## src/sv/rkwlex_pkg.sv

```systemverilog
package rkwlex_pkg;

    // Source beat: one character or an end marker
    typedef struct packed {
        logic [7:0] char_in;
        logic       end_of_input;
    } rkwlex_in_t;

    // Token beat
    typedef struct packed {
        logic [3:0] token_kind;
        logic [1:0] keyword_index;
        logic [7:0] text_char;
        logic       truncated;
        logic       last;
    } rkwlex_out_t;

    // Token kinds
    localparam logic [3:0] KIND_SEP     = 4'd0;
    localparam logic [3:0] KIND_LT      = 4'd1;
    localparam logic [3:0] KIND_LE      = 4'd2;
    localparam logic [3:0] KIND_GT      = 4'd3;
    localparam logic [3:0] KIND_GE      = 4'd4;
    localparam logic [3:0] KIND_NE      = 4'd5;
    localparam logic [3:0] KIND_BANG    = 4'd6;
    localparam logic [3:0] KIND_KEYWORD = 4'd7;
    localparam logic [3:0] KIND_IDENT   = 4'd8;

    // Characters of interest
    localparam logic [7:0] CHAR_LT    = 8'h3C;
    localparam logic [7:0] CHAR_GT    = 8'h3E;
    localparam logic [7:0] CHAR_BANG  = 8'h21;
    localparam logic [7:0] CHAR_EQ    = 8'h3D;
    localparam logic [7:0] CHAR_SPACE = 8'h20;
    localparam logic [7:0] CHAR_NL    = 8'h0A;

    // Keyword registers, one 64-bit register per 8-byte slot
    localparam int NUM_KEYWORDS = 4;
    localparam int KW_WIDTH     = 64;
    localparam int REG_SEL_LSB  = 3;
    localparam int ADDR_W       = REG_SEL_LSB + $clog2(NUM_KEYWORDS);

    localparam logic [KW_WIDTH-1:0] KW0_RESET = 64'd7630441;       // "int"
    localparam logic [KW_WIDTH-1:0] KW1_RESET = 64'd499850898534;  // "float"
    localparam logic [KW_WIDTH-1:0] KW2_RESET = 64'd26217;         // "if"
    localparam logic [KW_WIDTH-1:0] KW3_RESET = 64'd1702063205;    // "else"

    typedef logic [NUM_KEYWORDS-1:0][KW_WIDTH-1:0] rkwlex_kw_t;

    // Command queue between classifier and token engine
    localparam int QUEUE_DEPTH = 4;

    typedef struct packed {
        logic       tok_a_en;    // emit an operator or separator token
        logic [3:0] tok_a_kind;
        logic       tok_b_en;    // then a separator token
        logic       flush;       // close the current word
        logic       store;       // append ch to the word
        logic       start;       // ch opens a new word
        logic [7:0] ch;
    } rkwlex_cmd_t;

    typedef struct packed {
        logic full;
        logic empty;
    } rkwlex_qstat_t;

    function automatic logic is_letter(input logic [7:0] c);
        logic [7:0] l;
        l = c | 8'h20;
        return (l >= 8'h61) && (l <= 8'h7A);
    endfunction

endpackage

```

## src/sv/rkwlex_front.sv

```systemverilog
module rkwlex_front
    import rkwlex_pkg::*;
(
    input  logic          clk,
    input  logic          rst_n,
    input  logic          src_valid,
    input  rkwlex_in_t    src_beat,
    output logic          src_stall,
    input  rkwlex_qstat_t q_stat,
    output logic          q_push,
    output rkwlex_cmd_t   q_cmd
);

    typedef enum logic [4:0] {
        M_IDLE = 5'b00001,
        M_LT   = 5'b00010,
        M_GT   = 5'b00100,
        M_BANG = 5'b01000,
        M_WORD = 5'b10000
    } front_mode_t;

    front_mode_t mode_reg, mode_next;
    rkwlex_cmd_t cmd;
    logic        accept;

    assign src_stall = q_stat.full;
    assign accept    = src_valid && !q_stat.full;

    // Classify one beat against the pending operator / word mode
    always_comb
    begin
        logic [7:0] c;
        logic       idle_pass;
        c         = src_beat.char_in;
        idle_pass = 1'b0;
        cmd       = '0;
        cmd.ch    = c;
        mode_next = mode_reg;

        if (src_beat.end_of_input)
        begin
            mode_next = M_IDLE;
            case (mode_reg)
                M_LT:
                begin
                    cmd.tok_a_en   = 1'b1;
                    cmd.tok_a_kind = KIND_LT;
                end
                M_GT:
                begin
                    cmd.tok_a_en   = 1'b1;
                    cmd.tok_a_kind = KIND_GT;
                end
                M_BANG:
                begin
                    cmd.tok_a_en   = 1'b1;
                    cmd.tok_a_kind = KIND_BANG;
                end
                M_WORD:  cmd.flush = 1'b1;
                default: ;
            endcase
        end
        else
        begin
            case (mode_reg)
                M_LT, M_GT, M_BANG:
                begin
                    cmd.tok_a_en = 1'b1;
                    mode_next    = M_IDLE;
                    if (c == CHAR_EQ)
                    begin
                        cmd.tok_a_kind = (mode_reg == M_LT) ? KIND_LE :
                                         (mode_reg == M_GT) ? KIND_GE : KIND_NE;
                    end
                    else
                    begin
                        cmd.tok_a_kind = (mode_reg == M_LT) ? KIND_LT :
                                         (mode_reg == M_GT) ? KIND_GT : KIND_BANG;
                        idle_pass      = 1'b1;
                    end
                end
                M_WORD:
                begin
                    if (c == CHAR_SPACE || c == CHAR_NL)
                    begin
                        cmd.flush = 1'b1;
                        mode_next = M_IDLE;
                    end
                    else
                    begin
                        cmd.store = 1'b1;
                    end
                end
                default: idle_pass = 1'b1;
            endcase

            // Character seen as if idle (also the put-back case)
            if (idle_pass)
            begin
                mode_next = M_IDLE;
                if (c == CHAR_LT)
                begin
                    mode_next = M_LT;
                end
                else if (c == CHAR_GT)
                begin
                    mode_next = M_GT;
                end
                else if (c == CHAR_BANG)
                begin
                    mode_next = M_BANG;
                end
                else if (is_letter(c))
                begin
                    cmd.store = 1'b1;
                    cmd.start = 1'b1;
                    mode_next = M_WORD;
                end
                else if (cmd.tok_a_en)
                begin
                    cmd.tok_b_en = 1'b1;
                end
                else
                begin
                    cmd.tok_a_en   = 1'b1;
                    cmd.tok_a_kind = KIND_SEP;
                end
            end
        end
    end

    // Only beats that leave work for the back end go into the queue
    assign q_cmd  = cmd;
    assign q_push = accept && (cmd.tok_a_en || cmd.flush || cmd.store);

    always_ff @(posedge clk or negedge rst_n)
    begin
        if (!rst_n)
        begin
            mode_reg <= M_IDLE;
        end
        else if (accept)
        begin
            mode_reg <= mode_next;
        end
    end

endmodule

```

## src/sv/rkwlex_queue.sv

```systemverilog
module rkwlex_queue
    import rkwlex_pkg::*;
(
    input  logic          clk,
    input  logic          rst_n,
    input  logic          push,
    input  rkwlex_cmd_t   push_cmd,
    input  logic          pop,
    output rkwlex_cmd_t   head,
    output rkwlex_qstat_t stat
);

    localparam int PTRW = $clog2(QUEUE_DEPTH);
    localparam int CNTW = $clog2(QUEUE_DEPTH + 1);

    rkwlex_cmd_t     entry_reg [QUEUE_DEPTH];
    logic [PTRW-1:0] wr_ptr_reg, rd_ptr_reg;
    logic [CNTW-1:0] count_reg;
    logic            do_push, do_pop;

    assign stat.full  = (count_reg == CNTW'(QUEUE_DEPTH));
    assign stat.empty = (count_reg == '0);
    assign head       = entry_reg[rd_ptr_reg];
    assign do_push    = push && !stat.full;
    assign do_pop     = pop && !stat.empty;

    // Entry storage
    always_ff @(posedge clk)
    begin
        if (do_push)
        begin
            entry_reg[wr_ptr_reg] <= push_cmd;
        end
    end

    // Pointers and fill count
    always_ff @(posedge clk or negedge rst_n)
    begin
        if (!rst_n)
        begin
            wr_ptr_reg <= '0;
            rd_ptr_reg <= '0;
            count_reg  <= '0;
        end
        else
        begin
            if (do_push)
            begin
                wr_ptr_reg <= (wr_ptr_reg == PTRW'(QUEUE_DEPTH - 1)) ? '0 :
                              PTRW'(wr_ptr_reg + 1'b1);
            end
            if (do_pop)
            begin
                rd_ptr_reg <= (rd_ptr_reg == PTRW'(QUEUE_DEPTH - 1)) ? '0 :
                              PTRW'(rd_ptr_reg + 1'b1);
            end
            if (do_push && !do_pop)
            begin
                count_reg <= CNTW'(count_reg + 1'b1);
            end
            else if (do_pop && !do_push)
            begin
                count_reg <= CNTW'(count_reg - 1'b1);
            end
        end
    end

endmodule

```

## src/sv/rkwlex_back.sv

```systemverilog
module rkwlex_back
    import rkwlex_pkg::*;
#(
    parameter int WORD_CAPACITY = 16
)
(
    input  logic          clk,
    input  logic          rst_n,
    input  rkwlex_qstat_t q_stat,
    input  rkwlex_cmd_t   q_head,
    output logic          q_pop,
    input  rkwlex_kw_t    kw,
    output logic          tok_valid,
    input  logic          tok_stall,
    output rkwlex_out_t   tok_beat
);

    localparam int LENW = $clog2(WORD_CAPACITY + 1);
    localparam int IDXW = $clog2(WORD_CAPACITY);

    typedef enum logic [4:0] {
        B_IDLE  = 5'b00001,
        B_TOKA  = 5'b00010,
        B_TOKB  = 5'b00100,
        B_MATCH = 5'b01000,
        B_IDENT = 5'b10000
    } back_state_t;

    back_state_t       state_reg, state_next;
    rkwlex_cmd_t       cmd_reg, cmd_next;
    logic [LENW-1:0]   len_reg, len_next;
    logic              ovf_reg, ovf_next;
    logic [63:0]       pack_reg, pack_next;
    logic [IDXW-1:0]   idx_reg, idx_next;
    logic              out_valid_reg, out_valid_next;
    rkwlex_out_t       out_beat_reg, out_beat_next;
    logic [7:0]        rd_char_reg;
    logic [7:0]        word_mem [WORD_CAPACITY];

    logic              out_load;
    logic              wr_en, rd_en;
    logic [IDXW-1:0]   wr_addr, rd_addr;
    logic              kw_hit;
    logic [1:0]        kw_idx;
    logic              ident_last;

    assign out_load   = !out_valid_reg || !tok_stall;
    assign tok_valid  = out_valid_reg;
    assign tok_beat   = out_beat_reg;
    assign ident_last = (LENW'(idx_reg) == LENW'(len_reg - 1'b1));

    // Keyword compare, lowest register wins
    always_comb
    begin
        kw_hit = 1'b0;
        kw_idx = '0;
        for (int k = NUM_KEYWORDS - 1; k >= 0; k--)
        begin
            if (kw[k] == pack_reg)
            begin
                kw_hit = 1'b1;
                kw_idx = 2'(k);
            end
        end
        if (ovf_reg || len_reg > LENW'(8))
        begin
            kw_hit = 1'b0;
        end
    end

    // Command sequencer
    always_comb
    begin
        state_next     = state_reg;
        cmd_next       = cmd_reg;
        len_next       = len_reg;
        ovf_next       = ovf_reg;
        pack_next      = pack_reg;
        idx_next       = idx_reg;
        out_valid_next = out_load ? 1'b0 : out_valid_reg;
        out_beat_next  = out_beat_reg;
        q_pop          = 1'b0;
        wr_en          = 1'b0;
        wr_addr        = '0;
        rd_en          = 1'b0;
        rd_addr        = '0;

        case (state_reg)
            B_IDLE:
            begin
                if (!q_stat.empty)
                begin
                    q_pop    = 1'b1;
                    cmd_next = q_head;
                    // word append takes effect at pop; it yields no token
                    if (q_head.store)
                    begin
                        if (q_head.start)
                        begin
                            wr_en     = 1'b1;
                            wr_addr   = '0;
                            len_next  = LENW'(1);
                            ovf_next  = 1'b0;
                            pack_next = {56'd0, q_head.ch};
                        end
                        else if (len_reg < LENW'(WORD_CAPACITY))
                        begin
                            wr_en    = 1'b1;
                            wr_addr  = len_reg[IDXW-1:0];
                            len_next = LENW'(len_reg + 1'b1);
                            for (int b = 0; b < 8; b++)
                            begin
                                if (len_reg == LENW'(b))
                                begin
                                    pack_next[8*b +: 8] = q_head.ch;
                                end
                            end
                        end
                        else
                        begin
                            ovf_next = 1'b1;
                        end
                    end
                    if (q_head.tok_a_en)
                    begin
                        state_next = B_TOKA;
                    end
                    else if (q_head.flush)
                    begin
                        state_next = B_MATCH;
                    end
                end
            end
            B_TOKA:
            begin
                if (out_load)
                begin
                    out_valid_next            = 1'b1;
                    out_beat_next             = '0;
                    out_beat_next.token_kind  = cmd_reg.tok_a_kind;
                    out_beat_next.last        = !cmd_reg.tok_b_en;
                    state_next = cmd_reg.tok_b_en ? B_TOKB : B_IDLE;
                end
            end
            B_TOKB:
            begin
                if (out_load)
                begin
                    out_valid_next           = 1'b1;
                    out_beat_next            = '0;
                    out_beat_next.token_kind = KIND_SEP;
                    out_beat_next.last       = 1'b1;
                    state_next               = B_IDLE;
                end
            end
            B_MATCH:
            begin
                if (kw_hit)
                begin
                    if (out_load)
                    begin
                        out_valid_next              = 1'b1;
                        out_beat_next               = '0;
                        out_beat_next.token_kind    = KIND_KEYWORD;
                        out_beat_next.keyword_index = kw_idx;
                        out_beat_next.last          = 1'b1;
                        len_next                    = '0;
                        ovf_next                    = 1'b0;
                        state_next                  = B_IDLE;
                    end
                end
                else
                begin
                    // fetch the first stored character
                    rd_en      = 1'b1;
                    rd_addr    = '0;
                    idx_next   = '0;
                    state_next = B_IDENT;
                end
            end
            B_IDENT:
            begin
                if (out_load)
                begin
                    out_valid_next           = 1'b1;
                    out_beat_next            = '0;
                    out_beat_next.token_kind = KIND_IDENT;
                    out_beat_next.text_char  = rd_char_reg;
                    out_beat_next.truncated  = ovf_reg;
                    out_beat_next.last       = ident_last;
                    if (ident_last)
                    begin
                        len_next   = '0;
                        ovf_next   = 1'b0;
                        state_next = B_IDLE;
                    end
                    else
                    begin
                        idx_next = IDXW'(idx_reg + 1'b1);
                        rd_en    = 1'b1;
                        rd_addr  = IDXW'(idx_reg + 1'b1);
                    end
                end
            end
            default: state_next = B_IDLE;
        endcase
    end

    // Word store, registered read
    always_ff @(posedge clk)
    begin
        if (wr_en)
        begin
            word_mem[wr_addr] <= cmd_next.ch;
        end
        if (rd_en)
        begin
            rd_char_reg <= word_mem[rd_addr];
        end
    end

    // Payload registers
    always_ff @(posedge clk)
    begin
        cmd_reg      <= cmd_next;
        pack_reg     <= pack_next;
        idx_reg      <= idx_next;
        out_beat_reg <= out_beat_next;
    end

    // Control registers
    always_ff @(posedge clk or negedge rst_n)
    begin
        if (!rst_n)
        begin
            state_reg     <= B_IDLE;
            len_reg       <= '0;
            ovf_reg       <= 1'b0;
            out_valid_reg <= 1'b0;
        end
        else
        begin
            state_reg     <= state_next;
            len_reg       <= len_next;
            ovf_reg       <= ovf_next;
            out_valid_reg <= out_valid_next;
        end
    end

endmodule

```

## src/sv/relop_keyword_identifier_lexer_core.sv

```systemverilog
// Relational-operator, keyword and identifier lexer.
// Source channel (src_valid / src_stall / src_beat): one character or an
// end-of-input marker per beat. Token channel (tok_valid / tok_stall /
// tok_beat): zero or more tokens per source beat, the final one with last set.
// Four 64-bit keyword registers sit on the APB port at byte addresses 0, 8,
// 16 and 24; write them only while the lexer is quiet.
// A classifier accepts one source beat per cycle while its 4-entry command
// queue has room; src_stall is the queue-full flag. The token engine behind
// the queue pops a command while idle, then issues its tokens one at a time.
// Closing a word goes through a compare state, which on a keyword miss also
// issues the first word-store read; an identifier then gives one token per
// stored character. While tok_stall is high the output register holds its
// beat and the queue fills; once full, src_stall rises. Reset clears the
// scan mode, the word length, the queue and the output valid, and loads the
// default keywords (int, float, if, else). The word store needs no clearing.
module relop_keyword_identifier_lexer_core
    import rkwlex_pkg::*;
#(
    parameter int WORD_CAPACITY = 16
)
(
    input  logic                clk,
    input  logic                rst_n,
    input  logic                src_valid,
    output logic                src_stall,
    input  rkwlex_in_t          src_beat,
    output logic                tok_valid,
    input  logic                tok_stall,
    output rkwlex_out_t         tok_beat,
    input  logic                psel,
    input  logic                penable,
    input  logic                pwrite,
    input  logic [ADDR_W-1:0]   paddr,
    input  logic [KW_WIDTH-1:0] pwdata,
    output logic [KW_WIDTH-1:0] prdata,
    output logic                pready
);

    rkwlex_kw_t    kw_reg;
    rkwlex_qstat_t q_stat;
    rkwlex_cmd_t   q_cmd, q_head;
    logic          q_push, q_pop;
    logic [$clog2(NUM_KEYWORDS)-1:0] reg_sel;

    // Register file access
    assign pready  = 1'b1;
    assign reg_sel = paddr[ADDR_W-1:REG_SEL_LSB];
    assign prdata  = kw_reg[reg_sel];

    always_ff @(posedge clk or negedge rst_n)
    begin
        if (!rst_n)
        begin
            kw_reg[0] <= KW0_RESET;
            kw_reg[1] <= KW1_RESET;
            kw_reg[2] <= KW2_RESET;
            kw_reg[3] <= KW3_RESET;
        end
        else if (psel && penable && pwrite)
        begin
            kw_reg[reg_sel] <= pwdata;
        end
    end

    rkwlex_front u_front (
        .clk       (clk),
        .rst_n     (rst_n),
        .src_valid (src_valid),
        .src_beat  (src_beat),
        .src_stall (src_stall),
        .q_stat    (q_stat),
        .q_push    (q_push),
        .q_cmd     (q_cmd)
    );

    rkwlex_queue u_queue (
        .clk      (clk),
        .rst_n    (rst_n),
        .push     (q_push),
        .push_cmd (q_cmd),
        .pop      (q_pop),
        .head     (q_head),
        .stat     (q_stat)
    );

    rkwlex_back #(
        .WORD_CAPACITY (WORD_CAPACITY)
    ) u_back (
        .clk       (clk),
        .rst_n     (rst_n),
        .q_stat    (q_stat),
        .q_head    (q_head),
        .q_pop     (q_pop),
        .kw        (kw_reg),
        .tok_valid (tok_valid),
        .tok_stall (tok_stall),
        .tok_beat  (tok_beat)
    );

endmodule

```

## config.mk

```make
export PLATFORM = sky130hd
export DESIGN_NAME = relop_keyword_identifier_lexer_core
export DESIGN_NICKNAME = d
export VERILOG_FILES = /design/src/sv/rkwlex_pkg.sv /design/src/sv/rkwlex_front.sv /design/src/sv/rkwlex_queue.sv /design/src/sv/rkwlex_back.sv /design/src/sv/relop_keyword_identifier_lexer_core.sv
export SDC_FILE = /design/constraint.sdc
export NUM_CORES = 1
export LEC_CHECK = 0
export BUFFER_PORTS_ARGS = -buffer_cell sky130_fd_sc_hd__buf_4
export CAP_MARGIN = 20
export CORE_UTILIZATION = 25
export DETAILED_ROUTE_END_ITERATION = 8
export GPL_TIMING_DRIVEN = 0
export HOLD_SLACK_MARGIN = 0.15
export PLACE_DENSITY_LB_ADDON = 0.2
export SLEW_MARGIN = 20
export SYNTH_ARGS = -nofsm -noshare
export SYNTH_HDL_FRONTEND = slang
export SYNTH_SLANG_ARGS = --single-unit
```

## constraint.sdc

```tcl
create_clock -name clk -period 8.4 [get_ports clk]
set_input_delay 1.68 -clock clk [delete_from_list [all_inputs] [get_ports clk]]
set_output_delay 1.68 -clock clk [all_outputs]
set_load 0.03 [all_outputs]
```

Yosys cells after proc, flatten, opt, wreduce, memory -nomap -nowiden
Memory sizes are Yosys's and may differ from the RTL's. A register that Yosys moved wholly into a read port is not among the register bits.
Cells that the tools add are included.
{ "word_totals": {"ram_bits": 196, "inputBits": 85, "wordCells": 278, "n_memories": 2, "output_inout_bits": 83, "regBits": 377} }
{ "op_classes": {"addsub": 7, "muxes": 134, "n_reduce_logical": 55, "eq_ne": 44, "bitwise": 1, "magnitude_cmp": 6} }
{ "mem_list": {"columns": ["name", "words", "width", "rd", "rd_ports_with_merged_regs", "wr", "line", "rtl"], "rows": [
  ["u_back.word_mem", 16, 8, 1, 1, 1, "rkwlex_back.sv:38", "logic [7:0] word_mem [WORD_CAPACITY];"],
  ["u_queue.entry_reg", 4, 17, 1, 0, 1, "rkwlex_queue.sv:16", "rkwlex_cmd_t entry_reg [QUEUE_DEPTH];"]
]} }
{ "ops": {"columns": ["op", "n"], "rows": [
  ["bitwise mux 256 bit", 1],
  ["equality test 64 bit", 4],
  ["2-to-1 mux 64 bit", 3],
  ["2-to-1 mux 5 bit", 26],
  ["binary-select mux 64 bit (select 2 bit)", 1],
  ["demux 64 bit (select 2 bit)", 1],
  ["2-to-1 mux 8 bit", 11],
  ["2-to-1 mux 16 bit", 5],
  ["case mux 16 bit (4 select lines)", 1],
  ["2-to-1 mux 4 bit", 15],
  ["AND reduction 5 bit", 9],
  ["equality test 8 x 6 -> 1 bit (second input constant)", 5],
  ["2-to-1 mux 1 bit", 39],
  ["equality test 5 x 3 -> 1 bit (second input constant)", 6],
  ["2-to-1 mux 6 bit", 5],
  ["case mux 5 bit (3 select lines)", 2],
  ["2-to-1 mux 2 bit", 13],
  ["case mux 5 bit (5 select lines)", 1],
  ["nonzero test 2 bit", 11],
  ["equality test 5 x 2 -> 1 bit (second input constant)", 4],
  ["AND reduction 8 bit", 2],
  ["!= test 2 x 1 -> 1 bit (second input constant)", 7],
  ["2-to-1 mux 3 bit", 4],
  ["equality test 5 x 1 -> 1 bit (second input constant)", 2],
  ["39 further kinds", 69]
]} }

Logic depth before layout (Yosys ltp)
{ "logic_depth": {"ltp_word": 21, "mapped_depth": 13} }

Modules after synthesis
A second synthesis with hierarchy kept.
{ "hier_totals": {"cells_unflattened": 1900, "hier_area_um2": 27647.8} }
{ "modules_own_cells": {"columns": ["mod", "instances", "cells_per_inst", "area_per_inst_um2"], "rows": [
  ["rkwlex_back", 1, 1063, 12976.2],
  ["relop_keyword_identifier_lexer_core", 1, 625, 11121.9],
  ["rkwlex_queue", 1, 126, 2917.8],
  ["rkwlex_front", 1, 86, 631.9]
]} }

Worst setup path after synthesis
OpenSTA, ideal clock, no wires.
{ "synth_timing": {"kind": "input to output", "startpoint": "input paddr[3]", "endpoint": "output prdata[10]", "path_buffers": 3, "stages": 4, "t_required_ns": 6.720, "arrival_time_ns": 3.434, "slack_ns": 3.286, "cell_sequence": "clkbuf_1 buf_1 buf_1 mux4_2"} }
{ "synth_between": {"elab_chain_cells": 2} }
{ "synth_lines": {"columns": ["element", "line", "rtl"], "rows": [
  ["from (decl)", "relop_keyword_identifier_lexer_core.sv:33", "input logic [ADDR_W-1:0] paddr,"],
  ["binary-select mux 64 bit (select 2 bit)", "relop_keyword_identifier_lexer_core.sv:48", "assign prdata = kw_reg[reg_sel];"],
  ["2-to-1 mux 64 bit (not written as such)", "relop_keyword_identifier_lexer_core.sv:48", null],
  ["to (decl)", "relop_keyword_identifier_lexer_core.sv:35", "output logic [KW_WIDTH-1:0] prdata,"]
]} }
No other way between the ends. The select of a mux whose other input is x is not followed.

Worst setup path after layout
{ "layout_timing": {"startpoint": "input paddr[3]", "endpoint": "output prdata[4]"} }
Same word-level chain as after synthesis.

==> impl_metrics.env <==
export IMPL_outcome="finished, final reports clean"
export IMPL_num_rows=120
export IMPL_syn_to_final_growth_pct=21.1
export IMPL_async_flop_share=0.486
export IMPL_dieWidth_um=330
export IMPL_cts_buffers=71
export IMPL_synth_area_per_cell_sq_um=14.3
export IMPL_io_buffer_count=162
export IMPL_ir_worst_vdd_mv=0.169
export IMPL_path_buf_inv=4
export IMPL_drt_iter0_drc=1143
export IMPL_fillers=10758
export IMPL_post_cts_resized=0
export IMPL_syn_inst=1885
export IMPL_final_cell_mix="edfxtp_1, mux2_2, xnor2_1"
export IMPL_yosys_register_bits=576
export IMPL_grt_max_degree=94
export IMPL_wirelength_mm=92.6
export IMPL_core_area_sq_um=107000
export IMPL_grt_use_total=0.170
export IMPL_yosysUniqueCellTypes=66
export IMPL_ys_seq_area_frac=0.589
export IMPL_worstMarginPinSlew_ns=1.12
export IMPL_path_class="in -> out"
export IMPL_setup_viol=0
export IMPL_slowest_delay_ns=0.83
export IMPL_hold_path_startpoint="u_queue.count_reg[2]"
export IMPL_drv_slew=0
export IMPL_yosys_warnings=0
export IMPL_path_cells="clkbuf_1 -> buf_1 -> buf_1 -> mux4_2 -> buf_4"
export IMPL_crit_arrival_ns=4.35
export IMPL_synth_edf_count=288
export IMPL_path_max_fanout=10
export IMPL_clkSinkCount=576
export IMPL_clockBufferDepth=3
export IMPL_hpwlAfterDp_mm=69.1
export IMPL_rsz0062_at_grt="false"
export IMPL_io_pins=168
export IMPL_leakagePower_uw=0.0117
export IMPL_antenna_left=0
export IMPL_drc=0
export IMPL_grt_pass1_vias=17627
export IMPL_cts_max_level=3
export IMPL_viasPerCell=4.74
export IMPL_grt_pass1_wl_mm=131
export IMPL_cp_end_kind="primary output"
export IMPL_hold_viol=0
export IMPL_min_period_ns=6.03
export IMPL_clk_root_buffer_cell="clkbuf_16"
export IMPL_post_cts_buffers=0
export IMPL_cts_tree="built"
export IMPL_slew_headroom=0.252
export IMPL_worstPathRequired_ns=6.72
export IMPL_final_common_cell="edfxtp_1"
export IMPL_crit_path_frequent_cell="buf_1"
export IMPL_r2r_start="u_back.pack_reg[2]"
export IMPL_clock_skew_ns=0.0293
export IMPL_die_y_um=330
export IMPL_largest_reg_flops=256
export IMPL_post_route_period_util=0.718
export IMPL_rrSetupSlack_ns=3.53
export IMPL_timing_fmax_mhz=166
export IMPL_wl_per_cell_um=25.7
export IMPL_min_path_type="reg -> reg"
export IMPL_nets=2232
export IMPL_grt_overflow_total=0
export IMPL_start_kind="primary input"
export IMPL_syn_nets=1983
export IMPL_netlist_area_sq_um=27000
export IMPL_ys_flop_type="edfxtp_1"
export IMPL_insertion_delay_ns=0.64
export IMPL_crit_path_top_delay_cell="buf_1"
export IMPL_power_density_nw_per_um2=344
export IMPL_maxCapViolations=0
export IMPL_pre_cts_ws_ns=2.32
export IMPL_die_area_sq_um=109000
export IMPL_drtPass1Iterations=6
export IMPL_fin_ws_ns=2.37
export IMPL_num_vias=17056
export IMPL_grt_antenna_before_repair=7
export IMPL_cp_top_family="buffers and inverters"
export IMPL_place_congestion=0.873
export IMPL_cts_hold_buf=0
export IMPL_start_util=0.252
export IMPL_path_clk_slew_ns=0.05
export IMPL_drive_gt1_frac=0.346
export IMPL_cp_startpoint="paddr[3]"
export IMPL_setup_tns_ns=0
[stage by stage]
stage | cells | total power, uW | utilization | area, sq um | hold WS (ns)
after floorplan | 1885 | 6450 | - | 27000 | 0.456
after global placement | 3450 | 8000 | 0.280 | 29900 | 0.472
after detailed placement | 3461 | 8100 | 0.282 | 30200 | 0.486
after CTS | 3593 | 11400 | 0.305 | 32600 | 0.494
after global routing | 3597 | 11700 | 0.305 | 32700 | 0.531
final | 3599 | 11200 | 0.305 | 32700 | 0.491
[worst reg2reg max path, delay by kind of cell (launching register included)]
family	cells	cell delay (ns)
DFF	1	0.35
and+or+nand+nor	5	2.51
AOI/OAI and AO/OA	1	0.78
xor gates and xnor gates	1	0.55
buffers and inverters	1	0.27
[final timing paths]
| check | endpoint | cells past startpoint |
|---|---|---|
| hold reg to reg | u_queue.count_reg[2] | 1 |
| setup reg to reg | u_back.tok_beat[6] | 8 |
| setup / recovery | prdata[4] | 5 |
| max in group asynchronous | u_back.state_reg[0] | 2 |
| min in group asynchronous | kw_reg[19] | 1 |
| hold / removal | u_queue.count_reg[2] | 1 |
[report_power, final]
group / internal (uW) / total, uW / switching (uW)
Combinational: 1380 / 3720 / 2350
Sequential: 3890 / 4280 / 392
Clock: 1960 / 3230 / 1270
[cell families (layout without fill, tap and decap cells)]
| logic type | count (synthesis) | in the layout | synth area share |
|---|---|---|---|
| DFF | 576 | 576 | 0.589 |
| muxes | 370 | 370 | 0.187 |
| and+or+nand+nor | 340 | 340 | 0.0677 |
| xor gates and xnor gates | 269 | 269 | 0.0874 |
| buffers and inverters | 174 | 482 | 0.0257 |
| AOI/OAI and AO/OA | 142 | 142 | 0.0362 |
| adders and majority gates | 13 | 13 | 0.00631 |
| other | 1 | 4 | 0.000139 |
[layout make-up]
cell class / count / area [sq um] / area share
Buffer: 153 / 621 / 0.0190
Inverter: 21 / 78.8 / 0.00241
Timing Repair Buffer: 176 / 1410 / 0.0432
Multi-Input combinational cell: 1135 / 10500 / 0.320
Clock buffer: 95 / 2040 / 0.0625
Antenna cell: 3 / 7.51 / 0.000230
Tap cell: 1403 / 1760 / 0.0537
Clock inverter: 37 / 405 / 0.0124
Sequential cell: 576 / 15900 / 0.486
[routing by layer]
| metal | track usage | wire length (um) |
|---|---|---|
| met5 | 0 | 0 |
| met4 | 0.0408 | 1870 |
| met3 | 0.0256 | 4430 |
| met2 | 0.287 | 45600 |
| met1 | 0.228 | 40700 |
[Yosys cell counts, types with 3 or more instances]
master     count  share of area
nor2_1        70         0.0097
dfrtp_1      219           0.20
ha_1          12         0.0056
nand3b_1       7         0.0019
nor4_1        25         0.0058
a31oi_1        5         0.0012
buf_2          8         0.0015
a2111oi_0      5         0.0016
a211oi_1       4         0.0011
o21bai_1      16         0.0045
dfxtp_1        8         0.0059
mux2i_1       12         0.0045
nor3b_1        4         0.0011
nand2_1       45         0.0063
and3_1        16         0.0037
buf_6          3         0.0013
o22ai_1       20         0.0046
or3_1         12         0.0028
and2_1         8         0.0019
or2_2          5         0.0012
inv_1         20         0.0028
xor2_1         7         0.0023
mux4_2        80          0.067
a21oi_1       34         0.0063
xnor2_1      262          0.085
nand2b_1       7         0.0016
nor3_1        30         0.0056
a21o_1         3        0.00084
o31ai_1        3        0.00084
nand3_1       14         0.0026
nand4_1       69          0.016
nor2b_1       19         0.0044
edfxtp_1     288           0.32
a2bb2oi_1      8         0.0026
o2111ai_1      7         0.0023
buf_1         18         0.0025
mux2_2       278           0.12
o221ai_1       8         0.0026
o21ai_0       10         0.0019
dfstp_2       61          0.059
clkbuf_1     122          0.017
Note: power is estimated with default switching activity, not from simulation.
